File: src/fmpf_pkg.sv
// ---------------------------------------------------------------------------
// fmpf_pkg: shared types and constants of the prefix filter
// Entry layout of the rule table, item kinds, controller states and the
// command and status groups between controller and datapath.
// ---------------------------------------------------------------------------
`timescale 1ns / 1ps
`default_nettype none

package fmpf_pkg;

    localparam int ADDR_W = 32;
    localparam int LEN_W  = 6;

    // item kinds on the request channel
    typedef enum logic {
        KIND_ADD   = 1'b0,
        KIND_QUERY = 1'b1
    } kind_t;

    // one stored rule
    typedef struct packed {
        logic [ADDR_W-1:0] address;
        logic [LEN_W-1:0]  length;
        logic              deny;
    } rule_entry_t;

    // controller states
    typedef enum logic [1:0] {
        S_IDLE,
        S_SCAN,
        S_LOAD
    } state_t;

    // commands from controller to datapath
    typedef struct packed {
        logic write;
        logic start;
        logic scan;
        logic capture;
        logic load;
    } fmpf_cmd_t;

    // status from datapath to controller
    typedef struct packed {
        logic hit;
        logic exhausted;
    } fmpf_status_t;

    // leading-ones mask, lengths above the address width give all ones
    function automatic logic [ADDR_W-1:0] prefix_mask(input logic [LEN_W-1:0] len);
        logic [ADDR_W-1:0] ones;
        ones = '1;
        return ~(ones >> len);
    endfunction

endpackage

`default_nettype wire

File: src/fmpf_ctrl.sv
// ---------------------------------------------------------------------------
// fmpf_ctrl: filter controller
// Accepts items, runs a scan per query and hands the answer to the output
// register once that is free.
// ---------------------------------------------------------------------------
`timescale 1ns / 1ps
`default_nettype none

module fmpf_ctrl (
    input  wire logic                   clk,
    input  wire logic                   rst_n,
    input  wire logic                   in_valid,
    input  wire logic                   in_kind,
    output logic                        in_ready,
    output logic                        out_valid,
    input  wire logic                   out_ready,
    input  wire fmpf_pkg::fmpf_status_t status,
    output fmpf_pkg::fmpf_cmd_t         cmd
);

    import fmpf_pkg::*;

    state_t state_reg, state_next;
    logic   out_valid_reg, out_valid_next;

    // state register
    always_ff @(posedge clk or negedge rst_n)
    begin
        if (!rst_n)
        begin
            state_reg     <= S_IDLE;
            out_valid_reg <= 1'b0;
        end
        else
        begin
            state_reg     <= state_next;
            out_valid_reg <= out_valid_next;
        end
    end

    // next state and commands
    always_comb
    begin
        cmd            = '0;
        in_ready       = 1'b0;
        state_next     = state_reg;
        out_valid_next = out_valid_reg && !out_ready;

        unique case (state_reg)
            S_IDLE:
            begin
                in_ready = 1'b1;
                if (in_valid)
                begin
                    if (in_kind == KIND_QUERY)
                    begin
                        cmd.start  = 1'b1;
                        state_next = S_SCAN;
                    end
                    else
                    begin
                        cmd.write = 1'b1;
                    end
                end
            end
            S_SCAN:
            begin
                cmd.scan = 1'b1;
                if (status.hit || status.exhausted)
                begin
                    cmd.capture = 1'b1;
                    state_next  = S_LOAD;
                end
            end
            S_LOAD:
            begin
                if (!out_valid_reg || out_ready)
                begin
                    cmd.load       = 1'b1;
                    out_valid_next = 1'b1;
                    state_next     = S_IDLE;
                end
            end
            default:
            begin
                state_next = S_IDLE;
            end
        endcase
    end

    assign out_valid = out_valid_reg;

    // a finished scan always goes on to the load state to hand over its answer
    assert property (@(posedge clk) disable iff (!rst_n)
        cmd.capture |=> state_reg == S_LOAD)
        else $error("capture not followed by load state");

    // a query transfer always starts a scan
    assert property (@(posedge clk) disable iff (!rst_n)
        cmd.start |=> state_reg == S_SCAN && cmd.scan)
        else $error("query did not start a scan");

endmodule

`default_nettype wire

File: config.mk
export PLATFORM = sky130hd
export DESIGN_NAME = fmpf_ctrl
export DESIGN_NICKNAME = d
export VERILOG_FILES = /design/src/fmpf_pkg.sv /design/src/fmpf_ctrl.sv
export SDC_FILE = /design/constraint.sdc
export NUM_CORES = 1
export LEC_CHECK = 0
export CAP_MARGIN = 15
export CORE_AREA = 2 2 39 41
export DETAILED_ROUTE_END_ITERATION = 12
export DIE_AREA = 0 0 41 43
export DONT_BUFFER_PORTS = 1
export GPL_TIMING_DRIVEN = 0
export HOLD_SLACK_MARGIN = 0.03
export SLEW_MARGIN = 20
export SYNTH_ARGS = -nofsm -noshare
export SYNTH_HDL_FRONTEND = slang
export SYNTH_SLANG_ARGS = --single-unit
File: constraint.sdc
create_clock -name clk -period 1.4 [get_ports clk]
set_clock_uncertainty 0.2 [all_clocks]
set_input_delay 0.28 -clock clk [delete_from_list [all_inputs] [get_ports clk]]
set_output_delay 0.28 -clock clk [all_outputs]
set_load 0.02 [all_outputs]
==> impl_metrics.json, run 1 <==
{
  "result_of_the_run": "complete, but fails checks",
  "violations": "negative setup slack",
  "cts_htree_levels": 1,
  "power-per-cell-area_nw_per_um2": 1280,
  "die_extent_in_y_um": 43,
  "peakVddDrop_mv": 0.258,
  "max_stage_delay_ps": 460,
  "globalplace.congestion": 0.550,
  "avgViaCountPerCell": 3.64,
  "cp_slowest_cell": "sky130_fd_sc_hd__dfrtp_2",
  "yosys-top-cells-area": "sky130_fd_sc_hd__dfrtp_1, sky130_fd_sc_hd__nand2b_1, sky130_fd_sc_hd__and2_1, sky130_fd_sc_hd__nor2_1, sky130_fd_sc_hd__a22o_1",
  "dp.final_hpwl_um": 308,
  "design_area_um2": 310,
  "drc_errors": 0,
  "cp_max_fo": 4,
  "report.final.slew_viol_count": 0,
  "hp-class": "in2reg",
  "critical_path.cell_chain": "nor2_4 -> and2_4",
  "post-layout-total-power_uw": 396,
  "timing.final.setup_violations": 5,
  "root_buffer": "sky130_fd_sc_hd__clkbuf_4",
  "cp.required_ps": 920,
  "avgRoutedWirePerCell_um": 10.2,
  "whs_ps": 33.5,
  "post-synth-top-area-cell": "sky130_fd_sc_hd__dfrtp_1",
  "end_kind": "primary output",
  "dpl-instance-area_um2": 185,
  "grt_first_pass_wirelength_um": 759,
  "layout-drive-gt1-share_pct": 73.1,
  "grtUsageTotal_pct": 7.55,
  "die_w_um": 41,
  "die_area_um2": 1760,
  "critPathArrivalTime_ps": 1120,
  "final.min_clock_period_ps": 1600,
  "netlist.area_leader.share_pct": 48.4,
  "clock-sinks": 3,
  "most_common_cell_after_layout_fill_and_taps_aside": "sky130_fd_sc_hd__buf_4",
  "cts_tree": "done",
  "worst_slew_margin_rel_pct": 74.7,
  "finalHoldViolCount": 0,
  "placement.io_buffers": 0,
  "io-pin-count": 14,
  "post_synth_instance_area_um2": 155,
  "largest_register_ffs": 2,
  "grt_remaining_overflow": 0,
  "layout_common_cells": "sky130_fd_sc_hd__buf_4, sky130_fd_sc_hd__nand2b_4, sky130_fd_sc_hd__clkbuf_4, sky130_fd_sc_hd__dfrtp_2, sky130_fd_sc_hd__nor2_4",
  "cts_made_buffers": 3,
  "clock_latency_at_the_later_pin_of_the_worst_skew_pair_ps": 230,
  "num_rows": 14,
  "final_period_utilization_pct": 114,
  "ys_types": 10,
  "routed-via-count": 153,
  "antenna_diode_instance_count": 0,
  "antenna_found_initial": 0,
  "synth.yosys.seq_area_share_pct": 48.4,
  "setup_repair_after_global_routing_missed_its_margin": "true",
  "ys_ff_latch": 3,
  "number_of_instances_in_the_synthesized_netlist": 17,
  "synthesis.nets": 24,
  "maximum_number_of_buffers_from_clock_root_to_sink": 2,
  "nets": 34,
  "power.static_leakage_nw": 0.141,
  "setup_slack_ps": -196,
  "yosys_warnings": 0,
  "drt_wl_total_um": 429,
  "postRouteAntennaNets": 0,
  "max_cap_viol_count": 0,
  "core_region_area_um2": 1380,
  "tightest_slew_ps": 378,
  "pin_count_of_the_biggest_net_entering_global_routing": 5,
  "clk_pin_slew_ps": 40,
  "synthToLayoutAreaGrowth_pct": 100,
  "timing_worst_setup_path_type": "reg2out",
  "drt_first_pass_iters": 1,
  "floorplan.initialDensity_pct": 11.2,
  "drc_violation_total_after_the_first_tritonroute_iteration": 0,
  "syn-mean-instance-area_um2": 9.13,
  "timing.critical_path.from_type": "flop",
  "first_global_vias": 184,
  "timing.fmax_mhz": 627
}
[stage by stage]
step	util [%]	instances	worst slack [ps]	TNS, ps
2_1_floorplan	-	17	5.94	0
3_3_place_gp	13.4	33	-70.1	-163
3_5_place_dp	13.4	33	-70.0	-159
4_1_cts	18.7	38	-194	-898
5_1_grt	22.4	42	-237	-883
6_report	22.4	42	-196	-627
[cell families (layout without fill, tap and decap cells)]
group | count (synthesis) | after routing | synth area share, %
simple gates | 11 | 11 | 39.5
flops | 3 | 3 | 48.4
compound gates | 2 | 2 | 9.68
buf+inv | 1 | 10 | 2.42
[cell usage after synthesis]
| cell | count |
|---|---|
| sky130_fd_sc_hd__a22o_1 | 1 |
| sky130_fd_sc_hd__inv_2 | 1 |
| sky130_fd_sc_hd__nand2_1 | 1 |
| sky130_fd_sc_hd__nand2b_1 | 3 |
| sky130_fd_sc_hd__and2_1 | 2 |
| sky130_fd_sc_hd__nor2b_1 | 1 |
| sky130_fd_sc_hd__o22ai_1 | 1 |
| sky130_fd_sc_hd__dfrtp_1 | 3 |
| sky130_fd_sc_hd__nor2_1 | 3 |
| sky130_fd_sc_hd__nor4b_1 | 1 |
[what timing repair did]
action / CTS / global route
endpoints found under the setup margin: 6 / 6
buffers inserted: 0 / 4
cloned: 0 / 0
hold buffers: 1 / 0
gates resized for setup: 11 / 5
pin swaps: 1 / 1
endpoints found under the hold margin: 3 / 0
[cell type report]
class                           instances  area, um2
Tap cell                               16       20.0
Clock buffer                            4       26.3
Timing Repair Buffer                    5       40.0
Inverter                                1       6.26
Fill cell                             158       1070
Sequential cell                         3       78.8
Multi-Input combinational cell         13        139
[path summary, 6_finish.rpt]
check                             startpoint      endpoint  slack [ps]  depth (start not counted)
max in group asynchronous              rst_n  state_reg[1]         740                          1
worst min-delay path               out_ready     out_valid          30                          2
worst max register to register  state_reg[0]  state_reg[0]         130                          4
worst max-delay path            state_reg[1]        cmd[3]        -200                          2
min in group asynchronous              rst_n     out_valid         100                          1
worst min register to register     out_valid     out_valid         390                          2
[report_power, final]
group	switching, mW	leakage [nW]	internal (mW)
Sequential	0.0276	0.0353	0.101
Combinational	0.0588	0.0904	0.0569
Clock	0.0446	0.0150	0.107
[routing by layer]
layer | wire length [um] | GRT usage, %
met1 | 102 | 5.84
met2 | 298 | 10.0
met3 | 27 | 3.66
met4 | 0 | 12.0
met5 | 0 | 0
[critical path, delay by kind of cell (launching register included)]
family	cells	cell delay, ps
flops	1	460
simple gates	2	420
No activity file was read; power rests on OpenSTA's default activity.
==> run 2: changes to the inputs <==
--- a/config.mk
+++ b/config.mk
@@ -12,6 +12,7 @@
 export DONT_BUFFER_PORTS = 1
 export GPL_TIMING_DRIVEN = 0
 export HOLD_SLACK_MARGIN = 0.03
+export PLACE_DENSITY = 0.3
 export SLEW_MARGIN = 20
 export SYNTH_ARGS = -nofsm -noshare
 export SYNTH_HDL_FRONTEND = slang
==> run 2 against run 1 <==
The flow still finishes with violations (negative setup slack). Combinational power grew 11%. Utilization grew 1.3 points. Cell count grew 2.4%. Critical path depth is the same. Largest cell class unchanged.
==> impl_metrics.json, run 2 (synthesis gave the netlist of run 1 again) <==
{
  "result_of_the_run": "complete, but fails checks",
  "violations": "negative setup slack",
  "dpl-instance-area_um2": 185,
  "cts_htree_levels": 1,
  "intPower_uw": 274,
  "layout_common_cells": "sky130_fd_sc_hd__buf_4, sky130_fd_sc_hd__nand2b_4, sky130_fd_sc_hd__clkbuf_4, sky130_fd_sc_hd__dfrtp_2, sky130_fd_sc_hd__nor2_4",
  "final_core_util_pct": 23.7,
  "timing.critical_path.from_type": "flop",
  "core_region_area_um2": 1380,
  "most_common_cell_after_layout_fill_and_taps_aside": "sky130_fd_sc_hd__buf_4",
  "cts_tree": "done",
  "grt_remaining_overflow": 0,
  "final.min_clock_period_ps": 1580,
  "die_w_um": 41,
  "grt_first_pass_wirelength_um": 765,
  "nets": 35,
  "root_buffer": "sky130_fd_sc_hd__clkbuf_4",
  "layout-drive-gt1-share_pct": 77.8,
  "critical_path.cell_chain": "nor2_4 -> and2_4",
  "tns_ps": -636,
  "power_frac_clock_pct": 37.5,
  "grtUsageTotal_pct": 6.63,
  "critPathArrivalTime_ps": 1100,
  "floorplan.initialDensity_pct": 11.2,
  "cp_max_fo": 4,
  "tightest_slew_ps": 377,
  "first_global_vias": 191,
  "num_rows": 14,
  "post-layout-total-power_uw": 413,
  "power-per-cell-area_nw_per_um2": 1260,
  "end_kind": "primary output",
  "drc_violation_total_after_the_first_tritonroute_iteration": 3,
  "fillerInstances": 155,
  "antenna_found_initial": 0,
  "placement.io_buffers": 0,
  "power.share.sequential_pct": 31.2,
  "p_switching_uw": 140,
  "io-pin-count": 14,
  "synthToLayoutAreaGrowth_pct": 111,
  "die_extent_in_y_um": 43,
  "drt_wl_total_um": 456,
  "max_stage_delay_ps": 440,
  "timing_worst_setup_path_type": "reg2out",
  "whs_ps": 44.4,
  "design_area_um2": 328,
  "timing.final.setup_violations": 5,
  "dp.final_hpwl_um": 296,
  "largest_register_ffs": 2,
  "max_cap_viol_count": 0,
  "pin_count_of_the_biggest_net_entering_global_routing": 5,
  "globalplace.congestion": 0.623,
  "power.static_leakage_nw": 0.148,
  "avgRoutedWirePerCell_um": 10.6,
  "clock_latency_at_the_later_pin_of_the_worst_skew_pair_ps": 240,
  "timing.fmax_mhz": 632,
  "maximum_number_of_buffers_from_clock_root_to_sink": 2,
  "die_area_um2": 1760,
  "cts_made_buffers": 3,
  "power.switching_fraction_pct": 33.8,
  "antenna_diode_instance_count": 0,
  "pwr-share-comb_pct": 31.3,
  "clock-sinks": 3,
  "routed-via-count": 166,
  "setup_slack_ps": -181,
  "worst_slew_margin_rel_pct": 74.8,
  "drt_first_pass_iters": 2,
  "report.final.slew_viol_count": 0,
  "final_period_utilization_pct": 113,
  "cp.required_ps": 920,
  "cp_slowest_cell": "sky130_fd_sc_hd__dfrtp_2",
  "setup_repair_after_global_routing_missed_its_margin": "true",
  "multi_input_comb_area_um2": 145,
  "peakVddDrop_mv": 0.476,
  "finalHoldViolCount": 0,
  "avgViaCountPerCell": 3.86,
  "hp-class": "in2reg",
  "seqCellArea_um2": 78.8,
  "drc_errors": 0,
  "clk_pin_slew_ps": 40,
  "postRouteAntennaNets": 0
}
run 2: area by class of cell:
type	instances	area share (%)
inverters	1	1.91
multi-input cells	13	44.3
repair buffers	6	15.6
well taps	16	6.11
clock buffers	4	8.02
flip-flops and latches	3	24.0
run 2: worst max-delay path, delay by kind of cell, from the launching register on:
kind | cells | cell delay, ps
AND/OR/NAND/NOR | 2 | 420
flip-flops | 1 | 440
run 2: metal layers:
metal,up-vias,global-route usage [%],part of all wire (%)
li1,76,-,-
met4,0,0,0
met2,18,7.50,36
met5,-,0,0
met3,0,7.33,20
met1,72,9.03,45
run 2: power groups by stage:
stage	Clock, mW	Combinational (mW)	Sequential, mW
after detailed placement	0	0.0665	0.119
after CTS	0.157	0.117	0.129
final	0.155	0.129	0.129
after global placement	0	0.0661	0.118
after global routing	0.166	0.140	0.132
after floorplan	0	0.0604	0.116
run 2: final timing paths:
kind | from | end | slack, ps | depth (start not counted)
max | state_reg[0] | cmd[3] | -180 | 2
min | out_ready | out_valid | 40 | 2
max reg2reg | state_reg[1] | state_reg[1] | 90 | 4
min reg2reg | out_valid | out_valid | 410 | 2
max in group asynchronous | rst_n | out_valid | 730 | 1
min in group asynchronous | rst_n | state_reg[1] | 100 | 1
run 2: through the flow:
stage                     setup WS [ps]  std cells
final                              -181         43
after global routing               -234         43
after CTS                          -202         41
after detailed placement          -46.8         33
after global placement            -51.1         33
after floorplan                    5.94         17
run 2: what timing repair did:
item / 4_1_cts / 5_1_grt
gates resized for setup: 16 / 1
cloned: 0 / 0
setup endpoints to repair: 6 / 6
hold buffers: 1 / 0
pin swaps: 4 / 2
endpoints found under the hold margin: 3 / 0
buffers inserted: 3 / 2
==> run 3: changes to the inputs <==
--- a/config.mk
+++ b/config.mk
@@ -7,6 +7,7 @@
 export LEC_CHECK = 0
 export CAP_MARGIN = 15
 export CORE_AREA = 2 2 39 41
+export CTS_CLUSTER_SIZE = 16
 export DETAILED_ROUTE_END_ITERATION = 12
 export DIE_AREA = 0 0 41 43
 export DONT_BUFFER_PORTS = 1
==> constraint.sdc (replaced) <==
create_clock -name clk -period 1.6 [get_ports clk]
set_clock_uncertainty 0.2 [all_clocks]
set_input_delay 0.32 -clock clk [delete_from_list [all_inputs] [get_ports clk]]
set_output_delay 0.32 -clock clk [all_outputs]
set_load 0.02 [all_outputs]
==> run 3 against run 2 <==
The flow still finishes with violations (negative setup slack). First-iteration DRC count shrank 33%. Sequential share of layout area grew 3.8 points. Via count shrank 7.2%. Largest power group unchanged.
==> impl_metrics.json, run 3 (synthesis gave the netlist of run 1 again) <==
{
  "tns_ps": -25.3,
  "cts_made_buffers": 3,
  "grtUsageTotal_pct": 5.62,
  "avgRoutedWirePerCell_um": 9.83,
  "globalplace.congestion": 0.561,
  "cp.required_ps": 1080,
  "power-per-cell-area_nw_per_um2": 1170,
  "clk_pin_slew_ps": 40,
  "layout-drive-gt1-share_pct": 66.7,
  "power.static_leakage_nw": 0.124,
  "first_global_vias": 148,
  "core_region_area_um2": 1380,
  "io-pin-count": 14,
  "end_kind": "primary output",
  "drt_first_pass_iters": 3,
  "cp_slowest_cell": "sky130_fd_sc_hd__dfrtp_2",
  "timing.fmax_mhz": 620,
  "dp.final_hpwl_um": 293,
  "report.final.slew_viol_count": 0,
  "critical_path.cell_chain": "nor2_4 -> and2_4",
  "routed-via-count": 154,
  "root_buffer": "sky130_fd_sc_hd__clkbuf_4",
  "grt_first_pass_wirelength_um": 558,
  "timing.final.setup_violations": 3,
  "dpl.cell_count": 33,
  "setup_slack_of_the_worst_register_to_register_path_ps": 370,
  "finalHoldViolCount": 0,
  "antenna_found_initial": 0,
  "synthToLayoutAreaGrowth_pct": 82.3,
  "placement.io_buffers": 0,
  "die_w_um": 41,
  "timing.critical_path.from_type": "flop",
  "final_period_utilization_pct": 101,
  "drc_errors": 0,
  "nets": 32,
  "pin_count_of_the_biggest_net_entering_global_routing": 5,
  "result_of_the_run": "complete, but fails checks",
  "clock_latency_at_the_later_pin_of_the_worst_skew_pair_ps": 230,
  "worst_slew_margin_rel_pct": 75.2,
  "layout_common_cells": "sky130_fd_sc_hd__clkbuf_4, sky130_fd_sc_hd__dfrtp_2, sky130_fd_sc_hd__nor2_4, sky130_fd_sc_hd__buf_4",
  "cp_max_fo": 4,
  "clock-sinks": 3,
  "largest_register_ffs": 2,
  "postRouteAntennaNets": 0,
  "max_stage_delay_ps": 440,
  "fillerInstances": 157,
  "peakVddDrop_mv": 0.388,
  "setup_repair_after_global_routing_missed_its_margin": "true",
  "floorplan.initialDensity_pct": 11.2,
  "cts_htree_levels": 1,
  "finalNonFillerCells": 40,
  "drc_violation_total_after_the_first_tritonroute_iteration": 2,
  "timing_worst_setup_path_type": "reg2out",
  "antenna_diode_instance_count": 0,
  "post-place-ws_ps": -30.9,
  "maximum_number_of_buffers_from_clock_root_to_sink": 2,
  "final.min_clock_period_ps": 1610,
  "violations": "negative setup slack",
  "tightest_slew_ps": 370,
  "die_extent_in_y_um": 43,
  "avgViaCountPerCell": 3.85,
  "critPathArrivalTime_ps": 1090,
  "hp-class": "in2reg",
  "grt_remaining_overflow": 0,
  "drt_wl_total_um": 393,
  "setup_slack_ps": -13.9,
  "cts_tree": "done",
  "die_area_um2": 1760,
  "max_cap_viol_count": 0,
  "num_rows": 14
}
[run 3: changes by cell type in the layout (fill, tap and decap cells not counted), sizes merged]
cell	previous run	this run
buf	5	2
[run 3: worst max-delay path: cells and delay by family, from the launching register on]
kind	cells	cell delay [ps]
simple gates	2	420
flops	1	440
[run 3: stage by stage]
step	hold slack (ps)	util, %	area [um2]	power (mW)
6_report	115	20.4	283	0.330
5_1_grt	126	20.4	283	0.355
4_1_cts	126	19.6	272	0.332
3_5_place_dp	-175	13.1	181	0.159
3_3_place_gp	-176	13.1	181	0.158
2_1_floorplan	-176	-	161	0.152
[run 3: final timing paths]
| path | endpoint | startpoint | cells after the start |
|---|---|---|---|
| max | cmd[3] | state_reg[1] | 2 |
| min | out_valid | out_ready | 2 |
| max reg2reg | state_reg[0] | state_reg[1] | 3 |
| min reg2reg | out_valid | out_valid | 2 |
| max in group asynchronous | out_valid | rst_n | 1 |
| min in group asynchronous | state_reg[1] | rst_n | 1 |
[run 3: routing by layer]
metal  track usage, %  vias to the layer above  wire, um
met5                0                        -         0
met2             5.31                       14       138
met3             8.38                        0        66
met1             6.43                       68       188
met4             2.00                        0         0
li1                 -                       72         -
[run 3: area by class of cell]
cell class / instances / area (um2) / share of cell area [%]
Multi-Input combinational cell: 13 / 126 / 44.7
Sequential cell: 3 / 78.8 / 27.9
Clock buffer: 4 / 26.3 / 9.29
Timing Repair Buffer: 3 / 25.0 / 8.85
Tap cell: 16 / 20.0 / 7.08
Inverter: 1 / 6.26 / 2.21
[run 3: timing repair]
action	CTS	global route
buffers inserted	1	1
pin swaps	3	0
endpoints found under the setup margin	4	5
hold buffers	1	0
endpoints found under the hold margin	3	0
resized for setup	14	2
[run 3: where the power goes]
part	internal (mW)	switching (mW)	total, mW
combinational	0.0390	0.0509	0.0899
clock	0.0933	0.0373	0.131
sequential	0.0885	0.0208	0.109
